### config.mk
export PLATFORM = sky130hd
export DESIGN_NAME = k_stacks_shared_array_core
export DESIGN_NICKNAME = d
export VERILOG_FILES = /design/src/rtl/core/ksa_pkg.sv /design/src/rtl/core/ksa_ram.sv /design/src/rtl/core/k_stacks_shared_array_core.sv
export SDC_FILE = /design/constraint.sdc
export NUM_CORES = 1
export LEC_CHECK = 0
export ABC_AREA = 1
export BUFFER_PORTS_ARGS = -buffer_cell sky130_fd_sc_hd__clkbuf_2
export CAP_MARGIN = 15
export CORE_MARGIN = 5
export CORE_UTILIZATION = 35
export CTS_CLUSTER_DIAMETER = 50
export CTS_CLUSTER_SIZE = 8
export DETAILED_ROUTE_END_ITERATION = 8
export PLACE_DENSITY = 0.58
export SLEW_MARGIN = 20
export SYNTH_ARGS = -nofsm -noshare
export SYNTH_HDL_FRONTEND = slang
export SYNTH_SLANG_ARGS = --single-unit
### constraint.sdc
create_clock -name clk_i -period 4.3 [get_ports clk_i]
set_input_delay 0.86 -clock clk_i [delete_from_list [all_inputs] [get_ports clk_i]]
set_output_delay 0.86 -clock clk_i [all_outputs]
set_load 0.1 [all_outputs]
### src/rtl/core/ksa_pkg.sv
// Package for the shared-array stack core: payload structs, sizes and codes.
// Used by k_stacks_shared_array_core; no dependencies.
package ksa_pkg;

  localparam int STACKS  = 4;
  localparam int ENTRIES = 16;

  // Entry index carries one extra code, ENTRIES itself, meaning "no entry".
  localparam int IDX_W  = $clog2(ENTRIES + 1);
  localparam int ADDR_W = $clog2(ENTRIES);
  localparam int SIDX_W = (STACKS > 1) ? $clog2(STACKS) : 1;

  localparam logic [IDX_W-1:0] NULL_IDX = IDX_W'(ENTRIES);

  localparam logic CMD_PUSH = 1'b0;
  localparam logic CMD_POP  = 1'b1;

  localparam logic [1:0] ST_OK    = 2'd0;
  localparam logic [1:0] ST_FULL  = 2'd1;
  localparam logic [1:0] ST_EMPTY = 2'd2;

  localparam logic signed [31:0] EMPTY_DATA = 32'sh7FFF_FFFF;

  typedef struct packed {
    logic               cmd;
    logic [1:0]         stack_id;
    logic signed [31:0] item;
  } in_t;

  typedef struct packed {
    logic signed [31:0] data;
    logic [1:0]         status;
  } out_t;

endpackage

### src/rtl/core/ksa_ram.sv
// Generic single-write, single-read synchronous RAM with registered read data.
// No dependencies.
module ksa_ram #(
  parameter int WIDTH = 8,
  parameter int DEPTH = 16
) (
  input  logic                     clk_i,
  input  logic                     we_i,
  input  logic [$clog2(DEPTH)-1:0] waddr_i,
  input  logic [WIDTH-1:0]         wdata_i,
  input  logic                     re_i,
  input  logic [$clog2(DEPTH)-1:0] raddr_i,
  output logic [WIDTH-1:0]         rdata_o
);

  logic [WIDTH-1:0] mem_q [DEPTH];
  logic [WIDTH-1:0] rdata_q;

  always_ff @(posedge clk_i) begin
    if (we_i) begin
      mem_q[waddr_i] <= wdata_i;
    end
    if (re_i) begin
      rdata_q <= mem_q[raddr_i];
    end
  end

  assign rdata_o = rdata_q;

endmodule

### src/rtl/core/k_stacks_shared_array_core.sv
// Several LIFO stacks sharing one entry store through a linked free list.
// Depends on ksa_pkg and ksa_ram (item store and link store).
//
// A push or pop that can proceed reads the link memory at the selected
// entry in the accept cycle; the next cycle updates the head registers and
// writes the link back. A push that finds no free entry or names a stack
// out of range, and a pop from an empty or out-of-range stack, finish in the
// accept cycle. No new operation is taken while one is executing; the result
// register lets the next transfer in while the previous result is being
// taken. Link memory reads as its reset chain through per-entry valid bits,
// so no clearing pass is needed after reset.
module k_stacks_shared_array_core
  import ksa_pkg::*;
(
  input  logic clk_i,
  input  logic rst_ni,
  input  logic in_valid_i,
  output logic in_ready_o,
  input  in_t  in_data_i,
  output logic out_valid_o,
  input  logic out_ready_i,
  output out_t out_data_o
);

  localparam logic S_IDLE = 1'b0;
  localparam logic S_EXEC = 1'b1;

  logic state_q, state_d;

  logic [IDX_W-1:0] heads_q [STACKS];
  logic [IDX_W-1:0] free_head_q, free_head_d;
  logic [ENTRIES-1:0] lvalid_q;

  logic [IDX_W-1:0] e_q, head_q;
  logic             push_q;
  logic [SIDX_W-1:0] sid_q;

  logic out_valid_q, out_valid_d;
  out_t out_q, out_d;

  logic             accept, is_push, sid_ok, op_ok, in_exec;
  logic [SIDX_W-1:0] sid_idx;
  logic [IDX_W-1:0] sel_head, e_acc, link_rd, link_rst, link_nxt;
  logic signed [31:0] item_rd;

  assign in_ready_o = (state_q == S_IDLE) && (!out_valid_q || out_ready_i);
  assign accept     = in_valid_i && in_ready_o;
  assign in_exec    = (state_q == S_EXEC);

  assign sid_idx  = in_data_i.stack_id[SIDX_W-1:0];
  assign sid_ok   = int'(in_data_i.stack_id) < STACKS;
  assign sel_head = sid_ok ? heads_q[sid_idx] : NULL_IDX;
  assign is_push  = (in_data_i.cmd == CMD_PUSH);
  assign e_acc    = is_push ? free_head_q : sel_head;
  assign op_ok    = sid_ok && (e_acc != NULL_IDX);

  ksa_ram #(
    .WIDTH (32),
    .DEPTH (ENTRIES)
  ) u_item_ram (
    .clk_i   (clk_i),
    .we_i    (accept && is_push && op_ok),
    .waddr_i (e_acc[ADDR_W-1:0]),
    .wdata_i (in_data_i.item),
    .re_i    (accept && !is_push && op_ok),
    .raddr_i (e_acc[ADDR_W-1:0]),
    .rdata_o (item_rd)
  );

  ksa_ram #(
    .WIDTH (IDX_W),
    .DEPTH (ENTRIES)
  ) u_link_ram (
    .clk_i   (clk_i),
    .we_i    (in_exec),
    .waddr_i (e_q[ADDR_W-1:0]),
    .wdata_i (push_q ? head_q : free_head_q),
    .re_i    (accept && op_ok),
    .raddr_i (e_acc[ADDR_W-1:0]),
    .rdata_o (link_rd)
  );

  // Unwritten link entries follow the reset chain i -> i+1, last -> null.
  assign link_rst = (e_q == IDX_W'(ENTRIES - 1)) ? NULL_IDX : e_q + IDX_W'(1);
  assign link_nxt = lvalid_q[e_q[ADDR_W-1:0]] ? link_rd : link_rst;

  always_comb begin
    state_d     = state_q;
    free_head_d = free_head_q;
    out_valid_d = out_valid_q && !out_ready_i;
    out_d       = out_q;
    case (state_q)
      S_IDLE: begin
        if (accept) begin
          if (op_ok) begin
            state_d = S_EXEC;
          end else begin
            out_valid_d = 1'b1;
            out_d.data   = is_push ? 32'sd0 : EMPTY_DATA;
            out_d.status = is_push ? ST_FULL : ST_EMPTY;
          end
        end
      end
      S_EXEC: begin
        state_d      = S_IDLE;
        out_valid_d  = 1'b1;
        out_d.status = ST_OK;
        if (push_q) begin
          free_head_d = link_nxt;
          out_d.data  = 32'sd0;
        end else begin
          free_head_d = e_q;
          out_d.data  = item_rd;
        end
      end
      default: begin
        state_d = S_IDLE;
      end
    endcase
  end

  always_ff @(posedge clk_i or negedge rst_ni) begin
    if (!rst_ni) begin
      state_q     <= S_IDLE;
      free_head_q <= '0;
      lvalid_q    <= '0;
      out_valid_q <= 1'b0;
      for (int i = 0; i < STACKS; i++) begin
        heads_q[i] <= NULL_IDX;
      end
    end else begin
      state_q     <= state_d;
      free_head_q <= free_head_d;
      out_valid_q <= out_valid_d;
      if (in_exec) begin
        lvalid_q[e_q[ADDR_W-1:0]] <= 1'b1;
        heads_q[sid_q] <= push_q ? e_q : link_nxt;
      end
    end
  end

  // Operation context held across the link read.
  always_ff @(posedge clk_i) begin
    out_q <= out_d;
    if (accept) begin
      e_q    <= e_acc;
      head_q <= sel_head;
      push_q <= is_push;
      sid_q  <= sid_idx;
    end
  end

  assign out_valid_o = out_valid_q;
  assign out_data_o  = out_q;

`ifndef NO_ASSERTIONS
  a_exec_one_cycle: assert property (@(posedge clk_i) disable iff (!rst_ni)
    state_q == S_EXEC |=> state_q == S_IDLE)
    else $error("execute state lasted more than one cycle");

  a_exec_slot_free: assert property (@(posedge clk_i) disable iff (!rst_ni)
    state_q == S_EXEC |-> !out_valid_q)
    else $error("result register occupied during execute");

  a_no_accept_busy: assert property (@(posedge clk_i) disable iff (!rst_ni)
    state_q == S_EXEC |-> !in_ready_o)
    else $error("input taken while an operation is in flight");

  a_free_head_range: assert property (@(posedge clk_i) disable iff (!rst_ni)
    free_head_q <= NULL_IDX)
    else $error("free list head out of range");

  a_empty_data: assert property (@(posedge clk_i) disable iff (!rst_ni)
    out_valid_q && out_q.status == ST_EMPTY |-> out_q.data == EMPTY_DATA)
    else $error("empty pop result carries wrong data");
`endif

endmodule

==> run summary <==
Root Driver - clkbuf_16
Cells after Synth - 2991
Row count - 109
Largest family of logic cells by synthesized area - simple AND/OR/NAND/NOR gates
Clock slew seen by the registers of the worst setup and hold paths - 50 ps
GPL Wtd Cong - 0.795
Worst Setup Start Kind - primary input
Initial antenna violation count - 6
Core Box Area - 88000 sq um
GRT Overall Usage - 17.4%
Final Skew - 42.9 ps
Hpwl dp - 45800 um
Largest net degree at the start of global routing - 151
Worst Tran Pin Value - 1040 ps
Synth warnings - 0
Worst-path cell chain - clkbuf_2, buf_4, nand2_1, nand3_1, nand2_1, nand2_1, o21ai_1, inv_1, nor2_4, buf_4, nand2_1, nor2_4, buf_4
Die Area - 94300 sq um
R2r startpoint - heads_q[3]
Number of port buffers - 74
Adder-cell share of the synthesized area - 0.203%
Dpl cells - 4126
Top cell by count, worst path - nand2_1
Worst path buffer plus inverter count - 5
Ports - 75
Setup bufs post-CTS - 0
Via count - 21300
Areal power density over the cells - 606 nW/um^2
Worst path required time - 4600 ps
Final setup violation count - 0
Fin crit share - 74.3%
Fill cells - 8327
Die Ht - 307 um
Hold-fix buffer count after cts - 0
Register area share after synthesis - 69.2%
Register bit total from synthesis - 719
R2R setup slack - 1220 ps
Initial core utilization - 35.1%
Tmin final - 3200 ps
Syn_area_per_cell - 10.3 sq um
F_max - 0.313 GHz
Highest metal used - met5
Reg2Reg Capture Point - u_item_ram.mem_q[6][2]
Cell Count, Final, Fillers Out - 4272
DRC - 0
Slew Limit Headroom - 30.5%
Mapped Area - 30900 sq um
Grt total ovfl - 0
Crit end category - register
Worst path top cell family by delay - buffers and inverters
Status - finished clean
R2R depth - 11
Post-synthesis simple-gate area fraction - 25.5%
Clock sink count - 719
Num CTS Buffers - 104
Commonest non-fill, non-tap cell in the layout - nand2_1
Number of global-route vias before repair - 20700
Post_cts resized - 0
TritonCTS clock tree - yes
Hold Path Class - primary input to asynchronous set/reset pin
Slew Limit Fails - 0
Max incr delay on CP - 590 ps
Final hold vios - 0
Routed WL - 83300 um
Drt wl/cell - 19.5 um
Yosys cell types - 29
Die width - 307 um
Metal-1 WL - 37800 um
CTS max path bufs - 3
Leak - 14.7 nW
Vias/cell - 4.98
Max IR drop VDD - 0.443 mV
Worst EP arrival - 3500 ps
RSZ-0062 raised after global routing - false
Share of cells above drive strength 1 - 10.0%
Nets - 3111
Synthesis-to-finish area growth - 16.4%
Critical path class - primary input to register
Crit-path max FO - 39
Syn Nets - 3035
Multiplexer area fraction after synthesis - 0%
Htree depth - 3
Synth Area in Compound Gates - 0.754%
Post-synthesis xor/xnor area fraction - 0%
Met3 routed WL - 6100 um
Met2 wire len - 37400 um
Antenna viol nets, final - 0
CP Launch Point - in_data_i[32]
Clk_lat worst skew - 680 ps
Starting DRT DRC Count - 1886
Max-cap violations - 0
Worst path slowest cell - buf_4
First-pass GRT wire length - 127000 um
Total Power - 0.0218 W
Router iterations before antenna repair - 5
Most frequent cells in the layout - nand2_1 (1317), edfxtp_1 (676), nand3_1 (521)
## metal layers
metal / GRT usage [%] / vias up
li1: - / 10200
met1: 25.2 / 10200
met2: 26.7 / 729
met3: 3.43 / 133
met4: 5.41 / 4
met5: 0 / -
## stage by stage
| stage | instance area (sq um) | hold slack [ps] | setup WS [ps] | TNS, ps | util [%] |
|---|---|---|---|---|---|
| 3_3_place_gp | 32900 | 439 | 434 | 0 | 37.4 |
| 6_report | 35900 | 267 | 1100 | 0 | 40.9 |
| 5_1_grt | 35900 | 308 | 914 | 0 | 40.9 |
| 2_1_floorplan | 30900 | 427 | -184 | -59350 | - |
| 3_5_place_dp | 32900 | 445 | 444 | 0 | 37.4 |
| 4_1_cts | 35900 | 240 | 1130 | 0 | 40.8 |
## power by group
| part | switching (W) | total [W] | internal, W |
|---|---|---|---|
| combinational | 0.00421 | 0.00565 | 0.00144 |
| clock | 0.00297 | 0.00757 | 0.00460 |
| sequential | 0.000197 | 0.00855 | 0.00836 |
## state kept, by name, summed over array words and instances (netlist names)
| name | cells |
|---|---|
| u_item_ram.rdata_o | 32 |
| out_data_o | 34 |
| in_exec | 1 |
| e_q | 5 |
| u_link_ram.rdata_o | 5 |
| push_q | 1 |
| u_item_ram.mem_q | 512 |
| head_q | 5 |
| u_link_ram.mem_q | 80 |
| out_valid_o | 1 |
| lvalid_q | 16 |
| free_head_q | 5 |
| sid_q | 2 |
| heads_q | 20 |
## synth_stat cells, drive strengths merged
library cell / count / area (sq um)
nand3: 522 / 2620
dfrtp: 39 / 976
nor2: 49 / 196
a21oi: 2 / 10.0
inv: 112 / 420
buf: 100 / 509
o211ai: 1 / 7.51
nand4: 4 / 25.0
o21ai: 27 / 146
nor3: 5 / 25.0
clkinv: 28 / 105
edfxtp: 676 / 20300
dfstp: 4 / 105
o22ai: 5 / 31.3
ha: 5 / 62.6
clkbuf: 79 / 297
o21bai: 5 / 37.5
and2: 5 / 31.3
nand2: 1323 / 4970
## cell type report
type                       instances  area (sq um)  share of cell area, %
tap                             1165          1460                   4.06
timing repair buffer             149          1200                   3.33
clock inverter                    15           280                  0.780
sequential                       719         21400                   59.5
clock buffer                     128          2730                   7.61
multi-input combinational       1953          8350                   23.2
antenna                            3          7.51                 0.0209
inverter                         140           531                   1.48
## cells by family (layout without fill, tap and decap cells)
kind of cell               after synthesis  count (layout)
and+or+nand+nor                       1908            1908
DFF                                    719             719
buffers and inverters                  319             432
AOI/OAI and AO/OA                       40              40
adders and majority gates                5               5
other                                    0               3
## worst reg2reg max path: stages, from the launching register on
cell and delay [ps]:
dfrtp_1 390, nand2_1 70, nand3_1 70, nand2_1 100, nand2_1 60, o21ai_1 300
inv_1 230, nor2_4 150, buf_4 590, nand2_1 210, nor2_4 150, buf_4 390
## worst max path at each step
| stage | to | slack (ps) | cells past startpoint |
|---|---|---|---|
| after floorplan | u_item_ram.mem_q[10][0] | -180 | 7 |
| after global placement | u_item_ram.mem_q[6][6] | 430 | 13 |
| after detailed placement | u_item_ram.mem_q[6][6] | 440 | 13 |
| after CTS | u_item_ram.mem_q[6][2] | 1130 | 13 |
| after global routing | u_item_ram.mem_q[7][12] | 910 | 13 |
| final | u_item_ram.mem_q[6][2] | 1100 | 13 |
Note: power is estimated with default switching activity, not from simulation.
